[src/rtl/i2cbe_pkg.sv]
package i2cbe_pkg;

    localparam int DATA_BITS = 8;
    localparam int CNT_W     = 8;
    localparam int BITS_W    = 4;
    localparam int REG_W     = 8;
    localparam int ADDR_W    = 4;

    localparam logic [CNT_W-1:0] CNT_MAX = {CNT_W{1'b1}};

    // command codes carried by func
    localparam logic [2:0] CMD_NONE     = 3'd0;
    localparam logic [2:0] CMD_START    = 3'd1;
    localparam logic [2:0] CMD_STOP     = 3'd2;
    localparam logic [2:0] CMD_WRITE    = 3'd3;
    localparam logic [2:0] CMD_READ     = 3'd4;
    localparam logic [2:0] CMD_WAIT_ACK = 3'd5;

    // register indexes (word address)
    localparam logic [1:0] REG_START_STOP = 2'd0;
    localparam logic [1:0] REG_HALF_BIT   = 2'd1;
    localparam logic [1:0] REG_ACK_TMO    = 2'd2;

    localparam logic [REG_W-1:0] RST_START_STOP = 8'd4;
    localparam logic [REG_W-1:0] RST_HALF_BIT   = 8'd2;
    localparam logic [REG_W-1:0] RST_ACK_TMO    = 8'd250;

    typedef struct packed {
        logic [REG_W-1:0] start_stop_ticks;
        logic [REG_W-1:0] half_bit_ticks;
        logic [REG_W-1:0] ack_timeout;
    } t_cfg;

    // one classified tick as it sits in the queue
    typedef struct packed {
        logic [2:0]           cmd;
        logic [DATA_BITS-1:0] tx_byte;
        logic                 send_ack;
        logic                 sda_line;
    } t_tick;

endpackage

[src/rtl/i2cbe_if.sv]
interface i2cbe_in_if;
    logic                              valid;
    logic                              ready;
    logic [2:0]                        func;
    logic [i2cbe_pkg::DATA_BITS-1:0]   tx_byte;
    logic                              send_ack;
    logic                              sda_line;

    modport source (output valid, output func, output tx_byte, output send_ack,
                    output sda_line, input ready);
    modport sink   (input valid, input func, input tx_byte, input send_ack,
                    input sda_line, output ready);
endinterface

interface i2cbe_out_if;
    logic                              valid;
    logic                              ready;
    logic                              scl_level;
    logic                              sda_level;
    logic                              sda_is_output;
    logic                              busy_res;
    logic                              done_res;
    logic [i2cbe_pkg::DATA_BITS-1:0]   rx_byte;
    logic                              ack_missing;

    modport source (output valid, output scl_level, output sda_level,
                    output sda_is_output, output busy_res, output done_res,
                    output rx_byte, output ack_missing, input ready);
    modport sink   (input valid, input scl_level, input sda_level,
                    input sda_is_output, input busy_res, input done_res,
                    input rx_byte, input ack_missing, output ready);
endinterface

[src/rtl/i2cbe_regs.sv]
module i2cbe_regs (
    input  logic                        i_clk,
    input  logic                        i_rst_n,
    input  logic                        psel,
    input  logic                        penable,
    input  logic                        pwrite,
    input  logic [i2cbe_pkg::ADDR_W-1:0] paddr,
    input  logic [31:0]                 pwdata,
    output logic [31:0]                 prdata,
    output logic                        pready,
    output i2cbe_pkg::t_cfg             o_cfg
);

    i2cbe_pkg::t_cfg r_cfg;
    logic            wr_en;
    logic [1:0]      idx;

    assign pready = 1'b1;
    assign wr_en  = psel && penable && pwrite;
    assign idx    = paddr[3:2];
    assign o_cfg  = r_cfg;

    always_ff @(posedge i_clk) begin
        if (!i_rst_n) begin
            r_cfg.start_stop_ticks <= i2cbe_pkg::RST_START_STOP;
            r_cfg.half_bit_ticks   <= i2cbe_pkg::RST_HALF_BIT;
            r_cfg.ack_timeout      <= i2cbe_pkg::RST_ACK_TMO;
        end else if (wr_en) begin
            case (idx)
                i2cbe_pkg::REG_START_STOP: r_cfg.start_stop_ticks <= pwdata[7:0];
                i2cbe_pkg::REG_HALF_BIT:   r_cfg.half_bit_ticks   <= pwdata[7:0];
                i2cbe_pkg::REG_ACK_TMO:    r_cfg.ack_timeout      <= pwdata[7:0];
                default: ;
            endcase
        end
    end

    always_comb begin
        case (idx)
            i2cbe_pkg::REG_START_STOP: prdata = {24'd0, r_cfg.start_stop_ticks};
            i2cbe_pkg::REG_HALF_BIT:   prdata = {24'd0, r_cfg.half_bit_ticks};
            i2cbe_pkg::REG_ACK_TMO:    prdata = {24'd0, r_cfg.ack_timeout};
            default:                   prdata = 32'd0;
        endcase
    end

endmodule

[src/rtl/i2cbe_front.sv]
module i2cbe_front (
    i2cbe_in_if.sink               i_item,
    input  logic                   i_full,
    output logic                   o_push,
    output i2cbe_pkg::t_tick       o_tick
);

    // func codes outside the command set count as no command
    logic cmd_ok;

    assign cmd_ok       = i_item.func inside {[i2cbe_pkg::CMD_START:i2cbe_pkg::CMD_WAIT_ACK]};
    assign i_item.ready = !i_full;
    assign o_push       = i_item.valid && !i_full;

    always_comb begin
        o_tick.cmd      = cmd_ok ? i_item.func : i2cbe_pkg::CMD_NONE;
        o_tick.tx_byte  = i_item.tx_byte;
        o_tick.send_ack = i_item.send_ack;
        o_tick.sda_line = i_item.sda_line;
    end

endmodule

[src/rtl/i2cbe_fifo.sv]
module i2cbe_fifo (
    input  logic                   i_clk,
    input  logic                   i_rst_n,
    input  logic                   i_push,
    input  i2cbe_pkg::t_tick       i_tick,
    output logic                   o_full,
    input  logic                   i_pop,
    output logic                   o_valid,
    output i2cbe_pkg::t_tick       o_tick
);

    i2cbe_pkg::t_tick r_mem [2];
    logic             r_wptr;
    logic             r_rptr;
    logic [1:0]       r_count;

    assign o_full  = (r_count == 2'd2);
    assign o_valid = (r_count != 2'd0);
    assign o_tick  = r_mem[r_rptr];

    always_ff @(posedge i_clk) begin
        if (i_push) begin
            r_mem[r_wptr] <= i_tick;
        end
    end

    always_ff @(posedge i_clk) begin
        if (!i_rst_n) begin
            r_wptr  <= 1'b0;
            r_rptr  <= 1'b0;
            r_count <= 2'd0;
        end else begin
            if (i_push) begin
                r_wptr <= ~r_wptr;
            end
            if (i_pop) begin
                r_rptr <= ~r_rptr;
            end
            case ({i_push, i_pop})
                2'b10:   r_count <= r_count + 2'd1;
                2'b01:   r_count <= r_count - 2'd1;
                default: r_count <= r_count;
            endcase
        end
    end

endmodule

[src/rtl/i2cbe_engine.sv]
module i2cbe_engine (
    input  logic                   i_clk,
    input  logic                   i_rst_n,
    input  i2cbe_pkg::t_cfg        i_cfg,
    input  logic                   i_valid,
    input  i2cbe_pkg::t_tick       i_tick,
    output logic                   o_pop,
    i2cbe_out_if.source            o_res
);

    localparam logic [3:0] PH_IDLE    = 4'd0;
    localparam logic [3:0] PH_ST_A    = 4'd1;
    localparam logic [3:0] PH_ST_B    = 4'd2;
    localparam logic [3:0] PH_SP_A    = 4'd3;
    localparam logic [3:0] PH_SP_B    = 4'd4;
    localparam logic [3:0] PH_W_LOW   = 4'd5;
    localparam logic [3:0] PH_W_HIGH  = 4'd6;
    localparam logic [3:0] PH_W_GAP   = 4'd7;
    localparam logic [3:0] PH_R_LOW   = 4'd8;
    localparam logic [3:0] PH_R_HIGH  = 4'd9;
    localparam logic [3:0] PH_K_LOW   = 4'd10;
    localparam logic [3:0] PH_K_HIGH  = 4'd11;
    localparam logic [3:0] PH_WA_LOW  = 4'd12;
    localparam logic [3:0] PH_WA_HIGH = 4'd13;
    localparam logic [3:0] PH_POLL    = 4'd14;

    localparam int DB = i2cbe_pkg::DATA_BITS;
    localparam int CW = i2cbe_pkg::CNT_W;
    localparam int BW = i2cbe_pkg::BITS_W;
    localparam logic [BW-1:0] LAST_BIT = BW'(DB);

    logic [3:0]    r_phase, n_phase;
    logic [2:0]    r_cmd, n_cmd;
    logic [CW-1:0] r_tick, n_tick;
    logic [BW-1:0] r_bits, n_bits;
    logic [DB-1:0] r_shift, n_shift;
    logic [7:0]    r_poll, n_poll;
    logic          r_ackc, n_ackc;
    logic          r_scl, n_scl;
    logic          r_sda, n_sda;
    logic          r_dir, n_dir;
    logic          r_err, n_err;
    logic [DB-1:0] r_rx, n_rx;
    logic          r_done, n_done;
    logic          r_ovalid;

    logic          take;
    logic [CW-1:0] lim_raw, lim, tick_inc;
    logic          elapsed;
    logic [BW-1:0] bits_inc;

    assign take  = i_valid && (!r_ovalid || o_res.ready);
    assign o_pop = take;

    // phase length for the current phase; zero acts as one
    always_comb begin
        case (r_phase)
            PH_ST_A, PH_ST_B, PH_SP_A, PH_SP_B: lim_raw = i_cfg.start_stop_ticks;
            PH_R_HIGH, PH_WA_LOW, PH_WA_HIGH:   lim_raw = {1'b0, i_cfg.half_bit_ticks[7:1]};
            default:                            lim_raw = i_cfg.half_bit_ticks;
        endcase
    end

    assign lim      = (lim_raw == '0) ? CW'(1) : lim_raw;
    assign tick_inc = (r_tick == i2cbe_pkg::CNT_MAX) ? r_tick : r_tick + CW'(1);
    assign elapsed  = (tick_inc >= lim);
    assign bits_inc = r_bits + BW'(1);

    always_comb begin
        n_phase = r_phase;
        n_cmd   = r_cmd;
        n_tick  = elapsed ? '0 : tick_inc;
        n_bits  = r_bits;
        n_shift = r_shift;
        n_poll  = r_poll;
        n_ackc  = r_ackc;
        n_scl   = r_scl;
        n_sda   = r_sda;
        n_dir   = r_dir;
        n_err   = r_err;
        n_rx    = r_rx;
        n_done  = 1'b0;

        case (r_phase)
            PH_IDLE: begin
                n_tick = '0;
                if (i_tick.cmd != i2cbe_pkg::CMD_NONE) begin
                    n_err = 1'b0;
                    n_cmd = i_tick.cmd;
                    case (i_tick.cmd)
                        i2cbe_pkg::CMD_START: begin
                            n_dir   = 1'b1;
                            n_sda   = 1'b1;
                            n_scl   = 1'b1;
                            n_phase = PH_ST_A;
                        end
                        i2cbe_pkg::CMD_STOP: begin
                            n_dir   = 1'b1;
                            n_scl   = 1'b0;
                            n_sda   = 1'b0;
                            n_phase = PH_SP_A;
                        end
                        i2cbe_pkg::CMD_WRITE: begin
                            n_dir   = 1'b1;
                            n_scl   = 1'b0;
                            n_bits  = '0;
                            n_sda   = i_tick.tx_byte[DB-1];
                            n_shift = {i_tick.tx_byte[DB-2:0], 1'b0};
                            n_phase = PH_W_LOW;
                        end
                        i2cbe_pkg::CMD_READ: begin
                            n_dir   = 1'b0;
                            n_scl   = 1'b0;
                            n_shift = '0;
                            n_bits  = '0;
                            n_ackc  = i_tick.send_ack;
                            n_phase = PH_R_LOW;
                        end
                        default: begin
                            n_dir   = 1'b0;
                            n_sda   = 1'b1;
                            n_poll  = '0;
                            n_phase = PH_WA_LOW;
                        end
                    endcase
                end
            end
            PH_ST_A: if (elapsed) begin
                n_sda   = 1'b0;
                n_phase = PH_ST_B;
            end
            PH_ST_B: if (elapsed) begin
                n_scl  = 1'b0;
                n_done = 1'b1;
            end
            PH_SP_A: if (elapsed) begin
                n_scl   = 1'b1;
                n_sda   = 1'b1;
                n_phase = PH_SP_B;
            end
            PH_SP_B: if (elapsed) begin
                if (r_cmd == i2cbe_pkg::CMD_WAIT_ACK) begin
                    n_err = 1'b1;
                end
                n_done = 1'b1;
            end
            PH_W_LOW: if (elapsed) begin
                n_scl   = 1'b1;
                n_phase = PH_W_HIGH;
            end
            PH_W_HIGH: if (elapsed) begin
                n_scl   = 1'b0;
                n_phase = PH_W_GAP;
            end
            PH_W_GAP: if (elapsed) begin
                n_bits = bits_inc;
                if (bits_inc >= LAST_BIT) begin
                    n_done = 1'b1;
                end else begin
                    n_sda   = r_shift[DB-1];
                    n_shift = {r_shift[DB-2:0], 1'b0};
                    n_phase = PH_W_LOW;
                end
            end
            PH_R_LOW: if (elapsed) begin
                // sample on the rising SCL tick
                n_scl   = 1'b1;
                n_shift = {r_shift[DB-2:0], i_tick.sda_line};
                n_phase = PH_R_HIGH;
            end
            PH_R_HIGH: if (elapsed) begin
                n_scl  = 1'b0;
                n_bits = bits_inc;
                if (bits_inc >= LAST_BIT) begin
                    n_rx    = r_shift;
                    n_dir   = 1'b1;
                    n_sda   = !r_ackc;
                    n_phase = PH_K_LOW;
                end else begin
                    n_phase = PH_R_LOW;
                end
            end
            PH_K_LOW: if (elapsed) begin
                n_scl   = 1'b1;
                n_phase = PH_K_HIGH;
            end
            PH_K_HIGH: if (elapsed) begin
                n_scl  = 1'b0;
                n_done = 1'b1;
            end
            PH_WA_LOW: if (elapsed) begin
                n_scl   = 1'b1;
                n_phase = PH_WA_HIGH;
            end
            PH_WA_HIGH: if (elapsed) begin
                n_poll  = '0;
                n_phase = PH_POLL;
            end
            PH_POLL: begin
                n_tick = r_tick;
                if (!i_tick.sda_line) begin
                    n_scl  = 1'b0;
                    n_done = 1'b1;
                end else if (r_poll >= i_cfg.ack_timeout) begin
                    // timeout: run the stop sequence
                    n_dir   = 1'b1;
                    n_scl   = 1'b0;
                    n_sda   = 1'b0;
                    n_tick  = '0;
                    n_phase = PH_SP_A;
                end else begin
                    n_poll = r_poll + 8'd1;
                end
            end
            default: begin
                n_tick  = r_tick;
                n_phase = PH_IDLE;
            end
        endcase

        if (n_done) begin
            n_phase = PH_IDLE;
            n_cmd   = i2cbe_pkg::CMD_NONE;
            n_tick  = '0;
        end
    end

    always_ff @(posedge i_clk) begin
        if (!i_rst_n) begin
            r_phase  <= PH_IDLE;
            r_cmd    <= i2cbe_pkg::CMD_NONE;
            r_tick   <= '0;
            r_bits   <= '0;
            r_shift  <= '0;
            r_poll   <= '0;
            r_ackc   <= 1'b0;
            r_scl    <= 1'b1;
            r_sda    <= 1'b1;
            r_dir    <= 1'b1;
            r_err    <= 1'b0;
            r_rx     <= '0;
            r_done   <= 1'b0;
            r_ovalid <= 1'b0;
        end else begin
            if (take) begin
                r_phase <= n_phase;
                r_cmd   <= n_cmd;
                r_tick  <= n_tick;
                r_bits  <= n_bits;
                r_shift <= n_shift;
                r_poll  <= n_poll;
                r_ackc  <= n_ackc;
                r_scl   <= n_scl;
                r_sda   <= n_sda;
                r_dir   <= n_dir;
                r_err   <= n_err;
                r_rx    <= n_rx;
                r_done  <= n_done;
            end
            if (take) begin
                r_ovalid <= 1'b1;
            end else if (o_res.ready) begin
                r_ovalid <= 1'b0;
            end
        end
    end

    // the result shows the state left by the last executed tick
    assign o_res.valid         = r_ovalid;
    assign o_res.scl_level     = r_scl;
    assign o_res.sda_level     = r_sda;
    assign o_res.sda_is_output = r_dir;
    assign o_res.busy_res      = (r_phase != PH_IDLE);
    assign o_res.done_res      = r_done;
    assign o_res.rx_byte       = r_rx;
    assign o_res.ack_missing   = r_err;

    a_done_idle: assert property (@(posedge i_clk) disable iff (!i_rst_n)
        r_done |-> (r_phase == PH_IDLE))
        else $error("done pulse while a sequence is still running");

    // an acked wait leaves SDA released while idle
    a_sda_released: assert property (@(posedge i_clk) disable iff (!i_rst_n)
        !r_dir |-> (r_phase == PH_IDLE ||
                    r_phase == PH_R_LOW || r_phase == PH_R_HIGH ||
                    r_phase == PH_WA_LOW || r_phase == PH_WA_HIGH ||
                    r_phase == PH_POLL))
        else $error("SDA released outside a read or ack wait");

    a_bit_range: assert property (@(posedge i_clk) disable iff (!i_rst_n)
        r_bits <= LAST_BIT)
        else $error("bit counter ran past the byte");

    a_hold_on_stall: assert property (@(posedge i_clk) disable iff (!i_rst_n)
        !take |=> $stable(r_phase) && $stable(r_tick) && $stable(r_rx))
        else $error("engine state moved without a tick");

endmodule

[src/rtl/i2c_master_bit_engine_core.sv]
// channel  | dir | handshake     | payload
// ---------+-----+---------------+---------------------------------------------
// i_item   | in  | valid/ready   | func, tx_byte, send_ack, sda_line (one tick)
// o_res    | out | valid/ready   | scl/sda levels, sda dir, busy, done, rx, ack
// apb      | in  | psel/penable  | regs at 0x0, 0x4, 0x8 (8-bit values)
//
// One item in, one result out, at one item per cycle sustained while o_res is ready.
// Each item passes through the two-entry tick queue and then the engine's
// state/result register.
// Reset (i_rst_n, sync, active low) leaves the bus idle: SCL 1, SDA 1 driven.
// A stalled o_res holds the engine; the queue keeps taking items until full.
// Timing is counted in items, so stalls never change the bus sequence.
module i2c_master_bit_engine_core (
    input  logic                         i_clk,
    input  logic                         i_rst_n,
    i2cbe_in_if.sink                     i_item,
    i2cbe_out_if.source                  o_res,
    input  logic                         psel,
    input  logic                         penable,
    input  logic                         pwrite,
    input  logic [i2cbe_pkg::ADDR_W-1:0] paddr,
    input  logic [31:0]                  pwdata,
    output logic [31:0]                  prdata,
    output logic                         pready
);

    i2cbe_pkg::t_cfg  cfg;
    i2cbe_pkg::t_tick front_tick;
    i2cbe_pkg::t_tick queue_tick;
    logic             push;
    logic             full;
    logic             queue_valid;
    logic             pop;

    // timing registers
    i2cbe_regs u_regs (
        .i_clk   (i_clk),
        .i_rst_n (i_rst_n),
        .psel    (psel),
        .penable (penable),
        .pwrite  (pwrite),
        .paddr   (paddr),
        .pwdata  (pwdata),
        .prdata  (prdata),
        .pready  (pready),
        .o_cfg   (cfg)
    );

    // front: take a tick, fold unknown func codes to no command
    i2cbe_front u_front (
        .i_item (i_item),
        .i_full (full),
        .o_push (push),
        .o_tick (front_tick)
    );

    // short queue decouples input acceptance from result backpressure
    i2cbe_fifo u_fifo (
        .i_clk   (i_clk),
        .i_rst_n (i_rst_n),
        .i_push  (push),
        .i_tick  (front_tick),
        .o_full  (full),
        .i_pop   (pop),
        .o_valid (queue_valid),
        .o_tick  (queue_tick)
    );

    // back: phase sequencer, one tick per cycle when the result slot is free
    i2cbe_engine u_engine (
        .i_clk   (i_clk),
        .i_rst_n (i_rst_n),
        .i_cfg   (cfg),
        .i_valid (queue_valid),
        .i_tick  (queue_tick),
        .o_pop   (pop),
        .o_res   (o_res)
    );

endmodule

[src/flat_wrapper.sv]
// flat-port wrapper written by rule: the top's interface ports become plain ports
module i2c_master_bit_engine_core_flat 
  (i_clk, i_rst_n, psel, penable, pwrite, paddr, pwdata, prdata, pready, i_item_valid, i_item_func, i_item_tx_byte, i_item_send_ack, i_item_sda_line, i_item_ready, o_res_valid, o_res_scl_level, o_res_sda_level, o_res_sda_is_output, o_res_busy_res, o_res_done_res, o_res_rx_byte, o_res_ack_missing, o_res_ready);
  i2cbe_in_if i_item_i ();
  i2cbe_out_if o_res_i ();
  input  logic i_clk;
  input  logic i_rst_n;
  input  logic psel;
  input  logic penable;
  input  logic pwrite;
  input  logic [i2cbe_pkg::ADDR_W-1:0] paddr;
  input  logic [31:0] pwdata;
  output logic [31:0] prdata;
  output logic pready;
  input wire logic [$bits(i_item_i.valid)-1:0] i_item_valid;
  input wire logic [$bits(i_item_i.func)-1:0] i_item_func;
  input wire logic [$bits(i_item_i.tx_byte)-1:0] i_item_tx_byte;
  input wire logic [$bits(i_item_i.send_ack)-1:0] i_item_send_ack;
  input wire logic [$bits(i_item_i.sda_line)-1:0] i_item_sda_line;
  output wire logic [$bits(i_item_i.ready)-1:0] i_item_ready;
  output wire logic [$bits(o_res_i.valid)-1:0] o_res_valid;
  output wire logic [$bits(o_res_i.scl_level)-1:0] o_res_scl_level;
  output wire logic [$bits(o_res_i.sda_level)-1:0] o_res_sda_level;
  output wire logic [$bits(o_res_i.sda_is_output)-1:0] o_res_sda_is_output;
  output wire logic [$bits(o_res_i.busy_res)-1:0] o_res_busy_res;
  output wire logic [$bits(o_res_i.done_res)-1:0] o_res_done_res;
  output wire logic [$bits(o_res_i.rx_byte)-1:0] o_res_rx_byte;
  output wire logic [$bits(o_res_i.ack_missing)-1:0] o_res_ack_missing;
  input wire logic [$bits(o_res_i.ready)-1:0] o_res_ready;
  assign i_item_i.valid = i_item_valid;
  assign i_item_i.func = i_item_func;
  assign i_item_i.tx_byte = i_item_tx_byte;
  assign i_item_i.send_ack = i_item_send_ack;
  assign i_item_i.sda_line = i_item_sda_line;
  assign i_item_ready = i_item_i.ready;
  assign o_res_valid = o_res_i.valid;
  assign o_res_scl_level = o_res_i.scl_level;
  assign o_res_sda_level = o_res_i.sda_level;
  assign o_res_sda_is_output = o_res_i.sda_is_output;
  assign o_res_busy_res = o_res_i.busy_res;
  assign o_res_done_res = o_res_i.done_res;
  assign o_res_rx_byte = o_res_i.rx_byte;
  assign o_res_ack_missing = o_res_i.ack_missing;
  assign o_res_i.ready = o_res_ready;
  i2c_master_bit_engine_core u_core (.i_clk(i_clk), .i_rst_n(i_rst_n), .i_item(i_item_i), .o_res(o_res_i), .psel(psel), .penable(penable), .pwrite(pwrite), .paddr(paddr), .pwdata(pwdata), .prdata(prdata), .pready(pready));
endmodule
[config.mk]
export PLATFORM = sky130hd
export DESIGN_NAME = i2c_master_bit_engine_core_flat
export DESIGN_NICKNAME = d
export VERILOG_FILES = /design/src/rtl/i2cbe_pkg.sv /design/src/rtl/i2cbe_if.sv /design/src/rtl/i2cbe_regs.sv /design/src/rtl/i2cbe_front.sv /design/src/rtl/i2cbe_fifo.sv /design/src/rtl/i2cbe_engine.sv /design/src/rtl/i2c_master_bit_engine_core.sv /design/src/flat_wrapper.sv
export SDC_FILE = /design/constraint.sdc
export NUM_CORES = 1
export LEC_CHECK = 0
export BUFFER_PORTS_ARGS = -buffer_cell sky130_fd_sc_hd__buf_2
export CORE_ASPECT_RATIO = 0.8
export CORE_UTILIZATION = 45
export DETAILED_ROUTE_END_ITERATION = 8
export PLACE_DENSITY = 0.68
export SYNTH_ARGS = -nofsm -noshare
export SYNTH_HDL_FRONTEND = slang
export SYNTH_HIERARCHICAL = 1
export SYNTH_SLANG_ARGS = --single-unit
[constraint.sdc]
create_clock -name i_clk -period 9.1 [get_ports i_clk]
set_input_delay 0.455 -clock i_clk [delete_from_list [all_inputs] [get_ports i_clk]]
set_output_delay 0.455 -clock i_clk [all_outputs]
set_load 0.05 [all_outputs]
==> metrics, run 1 <==
status finished, final reports clean; Required @ worst endpoint around 9.4 ns; unrepaired setup endpoints after global routing no; post-route ant nets 0; wl on met1 about 7 mm; CP startpoint kind flop; clock root buffer clkbuf_16; number of flops mapped to enable cells by yosys 26; die area ~0.014 sq mm; DR iter-0 viols 400; antenna violations before repair 0; worst min path class primary input to flop; crit path kind flop to flop; endpoint arrival time on the critical path 5.48 ns; share of layout cells above drive strength 1 roughly 14%; synthesis-stage register bit count 105; Setup Buffers After CTS 0; number of distinct library cells after synthesis 68; vias in the first global route 4,876; Area growth syn-to-layout 8.25%; power per cell area ~240 mW/mm^2; fin crit period 5.19 ns; CTS tree yes; share of flip-flops with an asynchronous set or reset 0%; Via Count roughly 5,000; Die Wd between 100 and 150 um; Wirelength per Cell between 15 and 20 um; cts repair resizes 0; # IOs 105; Hold Violations, Final 0; CTS H-Tree Depth 3; Max-cap violations 0; crit-path max FO 24; most frequent cells in the layout nand2_1 (86), dfxtp_1 (79), nor2_1 (61), buf_2 (53), mux2i_1 (52); metal3 WL 1.00 mm; Nets 809; Layout Skew 0.00677 ns; drt drc 0; Starting Density between 40% and 50%; vias per cell ~5.6; Rows 37; most common cell after layout, fill and taps aside nand2_1; TritonCTS Buffers 9; clk_lat worst skew 0.36 ns; largest net degree at the start of global routing 63; CP endpoint kind flop; post-synth top area cell dfxtp_1; TritonCTS sink count around 110; register area share after synthesis a little under two fifths; share of the synthesized area in the top cell type between 20% and 30%; DPL Wire Length ~11 mm; final RePlAce weighted congestion slightly above 0.9; clk buf depth 2; final setup fails 0; IO buf count 53; Mapped Area around 0.006 sq mm; DR WL met2 between 6 and 7 mm; Filler Cells Inserted 1,233; worst vdd ir approximately 0.00014 V; Fmax 193 MHz; syn_area_per_cell about 8.7 sq um; hold buffers post-CTS 0; clk slew on worst S/H paths about 0.070 ns; Max-slew headroom 20.6%; first-pass GRT wire length around 24 mm; gr usage total a little over a fifth; GR Overflow Total 0; fin area 0.00668 sq mm; core region area approximately 0.013 sq mm; DP Area roughly 0.0063 sq mm; drt pass-1 iters 5; Total Wirelength between 10 and 15 mm; Leakage 2.86 nW; max-slew violation count 0; largest cells by area after synthesis dfxtp_1 (26%), edfxtp_1 (13%), mux2i_1 (8.4%); # diodes 0; Syn Inst Count roughly 710; Post-synth top flop dfxtp_1; YS warnings 6; final worst-path cycle share between 50% and 60%; worst slew pin tran between 1 and 1.5 ns; setup TNS 0 ns; highest routed layer met4; Die Ht 107 um
worst max-delay path: stages, from the launching register on:
cell and delay (ns):
dfxtp_1 0.89, nor3_1 0.27, nor3_2 0.61, nor2_1 0.29
a221oi_1 0.48, nand3_1 0.14, o21ai_1 0.15, ha_1 0.25
a31oi_1 0.15, nor2b_1 0.08, o311a_1 0.40, o211ai_1 0.53
o2bb2ai_1 0.48, o21ai_0 0.21, a21oi_1 0.18
through the flow:
step / cells / setup WS, ns / hold slack (ns) / utilization, % / power [mW]
4_1_cts: 912 / 3.98 / 0.265 / 51.0 / 1.58
3_3_place_gp: 896 / 4.23 / 0.456 / 48.5 / 1.13
2_1_floorplan: 731 / 5.33 / 0.444 / - / 1.03
6_report: 913 / 3.91 / 0.282 / 51.0 / 1.58
5_1_grt: 913 / 3.55 / 0.265 / 51.0 / 1.67
3_5_place_dp: 896 / 4.04 / 0.467 / 48.5 / 1.15
registers in the layout, summed over array words and instances, names as in the netlist, named ones only:
| signal | cells |
|---|---|
| u_core/u_fifo/r_count | 2 |
| u_core/u_engine/r_tick | 8 |
| u_core/u_engine/r_shift | 8 |
| u_core/u_engine/r_cmd | 3 |
| u_core/u_engine/o_res.rx_byte | 8 |
| u_core/u_engine/r_phase | 4 |
| u_core/u_engine/r_ackc | 1 |
| u_core/u_engine/o_res.ack_missing | 1 |
| u_core/u_regs/o_cfg | 24 |
| u_core/u_engine/o_res.sda_level | 1 |
| u_core/u_fifo/r_rptr | 1 |
| u_core/u_engine/o_res.sda_is_output | 1 |
| u_core/u_engine/o_res.valid | 1 |
| u_core/u_fifo/r_wptr | 1 |
| u_core/u_engine/o_res.done_res | 1 |
| u_core/u_engine/r_bits | 4 |
| u_core/u_engine/o_res.scl_level | 1 |
| u_core/u_engine/r_poll | 8 |
| u_core/u_fifo/r_mem | 26 |
synthesized netlist by cell type, types with 3 or more instances:
master    count
a211oi_1      3
a21boi_0      3
a21o_1        3
a21oi_1      34
a22o_1        6
a31oi_1       3
and2_1        7
and3_1        9
buf_2        13
buf_4        35
buf_6         4
clkbuf_1     15
dfxtp_1      79
edfxtp_1     26
ha_1         20
inv_1        26
mux2_2       16
mux2i_1      52
nand2_1      86
nand2b_1      7
nand3_1      28
nand4_1      13
nor2_1       61
nor2b_1      14
nor3_1        9
nor3b_1       3
o211ai_1      8
o21a_1        7
o21ai_0      51
or2_2         4
or3_1         4
xnor2_1       4
xor2_1       11
final timing paths:
path	to	slack [ns]	cells after the start	from
setup / recovery	u_core/u_engine/r_tick[3]	3.91	14	u_core/u_engine/r_phase[1]
hold / removal	u_core/u_fifo/r_mem[1][2]	0.28	1	i_item_tx_byte[0]
setup reg to reg	u_core/u_engine/r_tick[3]	3.91	14	u_core/u_engine/r_phase[1]
hold reg to reg	u_core/u_engine/o_res.done_res	0.47	2	u_core/u_engine/o_res.done_res
kinds of logic after synthesis:
group | count (synthesis) | share of synthesized area (%)
AO/OA/AOI/OAI | 139 | 14.0
other | 2 | 0.122
buffers and inverters | 94 | 8.59
flip-flops | 105 | 38.3
adder cells (fa/ha/maj) | 20 | 4.05
XOR/XNOR | 15 | 2.13
multiplexers | 68 | 11.3
AND/OR/NAND/NOR | 265 | 21.5
metal layers:
| layer | vias to the layer above | GRT usage [%] |
|---|---|---|
| li1 | 2499 | - |
| met1 | 2412 | 30.2 |
| met2 | 173 | 33.1 |
| met3 | 20 | 5.44 |
| met4 | 0 | 6.81 |
| met5 | - | 0 |
report_power, final:
group	switching (mW)	internal, mW	total [mW]
combinational	0.399	0.186	0.585
clock	0.180	0.244	0.424
sequential	0.0418	0.527	0.569
total	0.621	0.957	1.58
final cells by class:
| cell class | instances | area, sq um | share of cell area, % |
|---|---|---|---|
| tap | 175 | 219 | 3.28 |
| clock buffer | 9 | 225 | 3.37 |
| sequential | 105 | 2360 | 35.3 |
| timing repair buffer | 59 | 310 | 4.64 |
| multi-input combinational | 532 | 3370 | 50.4 |
| inverter | 26 | 97.6 | 1.46 |
| clock inverter | 7 | 101 | 1.52 |
Note: power is estimated with default switching activity, not from simulation.
==> run 2: changes to the inputs <==
Clock period 9.1 ns to 5.2 ns, I/O delays scaled along.
==> metrics, run 2 (synthesis gave the netlist of run 1 again) <==
Final Power 2.69 mW (was 1.58 mW); antenna violations before repair 0 (unchanged); Die Wd 133 um (unchanged); core region area 0.0131 sq mm (unchanged); Fmax 233 MHz (was 193 MHz); hold path cells 1 (unchanged); Required @ worst endpoint 5.47 ns (was 9.39 ns); max incr delay on CP 0.66 ns (was 0.89 ns); clk buf depth 2 (unchanged); DP Area 0.00639 sq mm (was 0.00635 sq mm); unrepaired setup endpoints after global routing no (unchanged); hold path start i_item_tx_byte[2] (was i_item_tx_byte[0]); Setup Buffers After CTS 0 (unchanged); most common cell after layout, fill and taps aside nand2_1 (unchanged); Total Wirelength 14.7 mm (about the same); drt pass-1 iters 7 (was 5); largest net degree at the start of global routing 63 (unchanged); worst min path class primary input to flop (unchanged); GR Layer Usage met2 32.5% (was 33.1%); vias in the first global route 4,734 (was 4,876); Layout Skew 0.00772 ns (was 0.00677 ns); CP endpoint kind flop (unchanged); vias per cell 5.61 (was 5.59); Nets 813 (was 809); crit-path max FO 15 (was 24); clk slew on worst S/H paths 0.07 ns (about the same); endpoint arrival time on the critical path 4.57 ns (was 5.48 ns); Wirelength per Cell 16.0 um (was 16.1 um); CTS H-Tree Depth 3 (unchanged); DR iter-0 viols 413 (was 400); GR Overflow Total 0 (unchanged); first-pass GRT wire length 24.1 mm (was 24.3 mm); worst vdd ir 0.000354 V (was 0.000142 V); Die Ht 107 um (unchanged); r2r worst-path depth 14 (unchanged); die area 0.0142 sq mm (unchanged); clock root buffer clkbuf_16 (unchanged); Leakage 2.86 nW (about the same); power per cell area 404 mW/mm^2 (was 236 mW/mm^2); crit path kind flop to flop (unchanged); final worst-path cycle share 82.6% (was 57.0%); most frequent cells in the layout nand2_1 (86), dfxtp_1 (79), nor2_1 (61), buf_2 (53), mux2i_1 (52) (unchanged); Max-slew headroom 17.5% (was 20.6%); M3 GR Usage 4.40% (was 5.44%); cts repair resizes 0 (unchanged); FF-to-FF Start u_core/u_engine/r_phase[0] (was u_core/u_engine/r_phase[1]); TritonCTS Buffers 9 (unchanged); drt drc 0 (unchanged); Hold Path End u_core/u_fifo/r_mem[0][4] (was u_core/u_fifo/r_mem[1][2]); post-route ant nets 0 (unchanged); CP startpoint kind flop (unchanged); fin crit period 4.29 ns (was 5.19 ns); DPL Wire Length 10.7 mm (about the same); GRT busiest layer met2 (unchanged); Largest Register u_core/u_fifo/r_mem (unchanged); CP most frequent cell nor2_1; clk_lat worst skew 0.36 ns (about the same); max-slew violation count 0 (unchanged); Hold Violations, Final 0 (unchanged); TritonCTS sink count 105 (unchanged); hold buffers post-CTS 0 (unchanged); R2R Path End u_core/u_engine/r_tick[3] (unchanged); final RePlAce weighted congestion 0.943 (was 0.923); gr usage total 21.5% (was 21.7%); Rows 37 (unchanged); setup TNS 0 ns (unchanged); internal reg-to-reg setup slack 0.91 ns (was 3.91 ns); Starting Density 47.1% (unchanged); slack of the critical path 0.906 ns (was 3.91 ns); final setup fails 0 (unchanged); fin area 0.00666 sq mm (was 0.00668 sq mm); DP Worst Slack 1.01 ns (was 4.04 ns); # IOs 105 (unchanged); worst slew pin tran 1.22 ns (was 1.19 ns); Crit-path slowest cell dfxtp_1 (unchanged); Via Count 5,146 (was 5,104); Area growth syn-to-layout 7.94% (was 8.25%); status finished, final reports clean (unchanged); CTS tree yes (unchanged); share of layout cells above drive strength 1 14.8% (was 14.5%); GR Layer Usage met1 30.4% (was 30.2%); Largest register FFs 26 (unchanged); IO buf count 53 (unchanged); worst path cell trace nor3_1, nor3_2, nor2_1, a221oi_1, nand3_1, o21ai_1, ha_1, nor2b_1, o211a_1, o311ai_0, nand2_1, nor2_1, nand4bb_1, a21oi_1 (was nor3_1, nor3_2, nor2_1, a221oi_1, nand3_1, o21ai_1, ha_1, a31oi_1, nor2b_1, o311a_1, o211ai_1, o2bb2ai_1, o21ai_0, a21oi_1); # diodes 0 (unchanged); Max-cap violations 0 (unchanged)
[run 2: cell count changes in the layout (fill, tap and decap cells not counted), sizes merged]
cell	before	now
buf	58	63
clkinvlp	1	2
clkbuf	10	9
clkinv	2	3
bufinv	2	0
[run 2: stage by stage]
step	instances	hold slack [ns]	util [%]
6_report	917	0.0884	50.9
5_1_grt	917	0.0755	50.9
4_1_cts	917	0.0737	50.9
3_5_place_dp	901	0.448	48.7
3_3_place_gp	901	0.448	48.7
2_1_floorplan	731	0.378	-
[run 2: power breakdown]
group          switching [mW]  internal, mW
Sequential             0.0698         0.922
Combinational           0.706         0.348
Clock                   0.318         0.328
[run 2: metal layers]
layer  up-vias  part of all wire, %
met3        22                  7.1
met5         -                    0
met4         0                  1.7
met2       195                   44
li1       2503                    -
met1      2426                   48
[run 2: final cells by class]
type / count / area, sq um
clock buffers: 9 / 225
clock inverters: 7 / 52.6
fillers: 1247 / 6440
inverters: 26 / 97.6
multi-input cells: 532 / 3370
flip-flops and latches: 105 / 2360
well taps: 175 / 219
repair buffers: 63 / 340
[run 2: critical path: cells and delay by family (launching register included)]
kind / cells / cell delay [ns]
AND/OR/NAND/NOR: 8 / 1.85
flip-flops: 1 / 0.66
adder cells (fa/ha/maj): 1 / 0.16
AO/OA/AOI/OAI: 5 / 1.55
[run 2: worst max-delay path by stage]
stage,slack [ns],endpoint,from
floorplan,1.43,u_core/u_engine/r_poll[1],u_core/u_engine/r_phase[0]
global placement,1.18,u_core/u_engine/r_poll[1],u_core/u_engine/r_phase[0]
detailed placement,1.01,u_core/u_engine/r_tick[3],u_core/u_engine/r_phase[0]
CTS,0.94,u_core/u_engine/r_tick[3],u_core/u_engine/r_phase[0]
global route,0.53,u_core/u_engine/r_tick[4],u_core/u_engine/r_phase[0]
finish,0.91,u_core/u_engine/r_tick[3],u_core/u_engine/r_phase[0]
==> run 3: changes to the inputs <==
Settings changed: PLACE_DENSITY 0.68 to 0.71.
Clock period 5.2 ns to 3.48 ns, I/O delays scaled along.
==> metrics, run 3 (synthesis gave the netlist of run 1 again) <==
drt drc 0 (unchanged); crit path kind flop to flop (unchanged); CP endpoint kind flop (unchanged); final worst-path cycle share 98.3% (was 82.6%); # IOs 105 (unchanged); Area growth syn-to-layout 20.3% (was 7.94%); Leakage 3.22 nW (was 2.86 nW); clock root buffer clkbuf_16 (unchanged); drt pass-1 iters 5 (was 7); GR Overflow Total 0 (unchanged); status finished, final reports clean (unchanged); gr usage total 22.0% (was 21.5%); power per cell area 619 mW/mm^2 (was 404 mW/mm^2); worst slew pin tran 1.12 ns (was 1.22 ns); core region area 0.0131 sq mm (unchanged); Max-slew headroom 24.3% (was 17.5%); most frequent cells in the layout nand2_1 (85), dfxtp_1 (75), buf_4 (58), nor2_1 (55), buf_2 (53) (was nand2_1 (86), dfxtp_1 (79), nor2_1 (61), buf_2 (53), mux2i_1 (52)); crit-path max FO 9 (was 15); largest net degree at the start of global routing 62 (was 63); DR iter-0 viols 368 (was 413); fin area 0.00743 sq mm (was 0.00666 sq mm); CTS H-Tree Depth 3 (unchanged); Via Count 5,345 (was 5,146); clk_lat worst skew 0.36 ns (about the same); Fmax 292 MHz (was 233 MHz); clock power share 23.0% (was 24.0%); Seq pwr share 31.8% (was 36.8%); IO buf count 53 (unchanged); Rows 37 (unchanged); Largest Register u_core/u_fifo/r_mem (unchanged); Die Wd 133 um (unchanged); fin cells 978 (was 917); sw frac 39.0% (was 40.6%); DPL Wire Length 11.3 mm (was 10.7 mm); Filler Cells Inserted 1,126 (was 1,247); Largest register FFs 26 (unchanged); fin crit period 3.42 ns (was 4.29 ns); Die Ht 107 um (unchanged); P_int 2.80 mW (was 1.60 mW); Wirelength per Cell 15.8 um (was 16.0 um); DP Area 0.00680 sq mm (was 0.00639 sq mm); # diodes 0 (unchanged); Hold Violations, Final 0 (unchanged); Max-cap violations 0 (unchanged); Hold Slack 0.0127 ns (was 0.0884 ns); TritonCTS sink count 105 (unchanged); Placed Cells 946 (was 901); CTS tree yes (unchanged); die area 0.0142 sq mm (unchanged); antenna violations before repair 0 (unchanged); worst min path class primary input to flop (unchanged); clk slew on worst S/H paths 0.08 ns (was 0.07 ns); unrepaired setup endpoints after global routing yes (was no); logic gate share of total power 45.2% (was 39.1%); worst vdd ir 0.000430 V (was 0.000354 V); endpoint arrival time on the critical path 3.65 ns (was 4.57 ns); clk buf depth 2 (unchanged); max-slew violation count 0 (unchanged); vias in the first global route 5,072 (was 4,734); final RePlAce weighted congestion 0.916 (was 0.943); TritonCTS Buffers 9 (unchanged); first-pass GRT wire length 24.7 mm (was 24.1 mm); Switch Pwr 1.79 mW (was 1.09 mW); Nets 874 (was 813); Layout Skew 0.00896 ns (was 0.00772 ns); most common cell after layout, fill and taps aside nand2_1 (unchanged); share of layout cells above drive strength 1 24.7% (was 14.8%); final setup fails 0 (unchanged); FF+latch area 0.00237 sq mm (was 0.00236 sq mm); CP startpoint kind flop (unchanged); vias per cell 5.47 (was 5.61); area of the multi-input gates 0.00355 sq mm (was 0.00337 sq mm); post-route ant nets 0 (unchanged); Total Wirelength 15.4 mm (was 14.7 mm); Starting Density 47.1% (unchanged); Required @ worst endpoint 3.71 ns (was 5.47 ns)
==> run 3: changes by cell type in the layout (fill, tap and decap cells not counted), moves of 4 or more <==
cell	change
buf_6	+4
buf_4	+48
nor2_4	+5
a21oi_2	+7
dlygate4sd3_1	+6
dfxtp_1	-4
nor2_1	-6
a21oi_1	-8
o21ai_1	+7
o21ai_0	-8
==> run 3: final cells by class <==
type	count	share of cell area, %
clock buffer	9	3.03
clock inverter	7	1.21
inverter	26	1.35
multi-input combinational	532	47.8
sequential	105	32.0
tap	175	2.95
timing repair buffer	124	11.7
==> run 3: critical path, cell delays in order (launching register included) <==
cell	delay, ns
dfxtp_4	0.38
nor3_4	0.23
nor3_4	0.05
buf_6	0.14
buf_12	0.12
a22o_1	0.23
a21oi_2	0.12
buf_4	0.12
ha_1	0.22
nor2b_1	0.13
o211a_1	0.22
o311a_1	0.37
or4_4	0.58
nand4_1	0.13
xor2_1	0.18
nor2_1	0.07
==> run 3: timing repair <==
action | 4_1_cts | 5_1_grt
hold buffers | 6 | 0
setup buffers | 1 | 10
setup endpoints to repair | 26 | 47
hold endpoints to repair | 12 | 0
pin swaps | 7 | 19
cloned | 0 | 1
resized for setup | 10 | 42
==> run 3: worst paths after layout <==
| check | cells after the start | slack, ns | end | startpoint |
|---|---|---|---|---|
| min | 1 | 0.01 | u_core/u_fifo/r_mem[0][0] | i_item_sda_line |
| max reg2reg | 15 | 0.06 | u_core/u_engine/r_poll[3] | u_core/u_engine/r_phase[1] |
| min reg2reg | 2 | 0.46 | u_core/u_engine/r_cmd[1] | u_core/u_engine/r_cmd[1] |
| max | 15 | 0.06 | u_core/u_engine/r_poll[3] | u_core/u_engine/r_phase[1] |
==> run 3: power by group through the flow <==
stage | Clock (mW) | Combinational (mW) | Sequential (mW)
finish | 1.06 | 2.08 | 1.46
global placement | 0 | 1.80 | 1.47
global route | 1.13 | 2.24 | 1.48
floorplan | 0 | 1.20 | 1.52
CTS | 1.08 | 1.88 | 1.46
detailed placement | 0 | 1.83 | 1.48
==> run 3: metrics by stage <==
stage / worst slack, ns / util (%) / setup TNS [ns] / power, mW
3_3_place_gp: 0.0120 / 51.9 / 0 / 3.28
4_1_cts: -0.0624 / 55.1 / -0.257 / 4.41
2_1_floorplan: -0.000371 / - / -0.000371 / 2.72
3_5_place_dp: -0.118 / 51.9 / -1.32 / 3.31
6_report: 0.0596 / 56.7 / 0 / 4.60
5_1_grt: -0.0988 / 56.7 / -0.999 / 4.84
==> run 3: routing by layer <==
layer	up-vias	track usage [%]	wire, um
met5	-	0	0
met4	0	6.24	167
met3	17	5.63	1080
met2	170	35.9	7070
met1	2536	28.8	7130
li1	2622	-	-
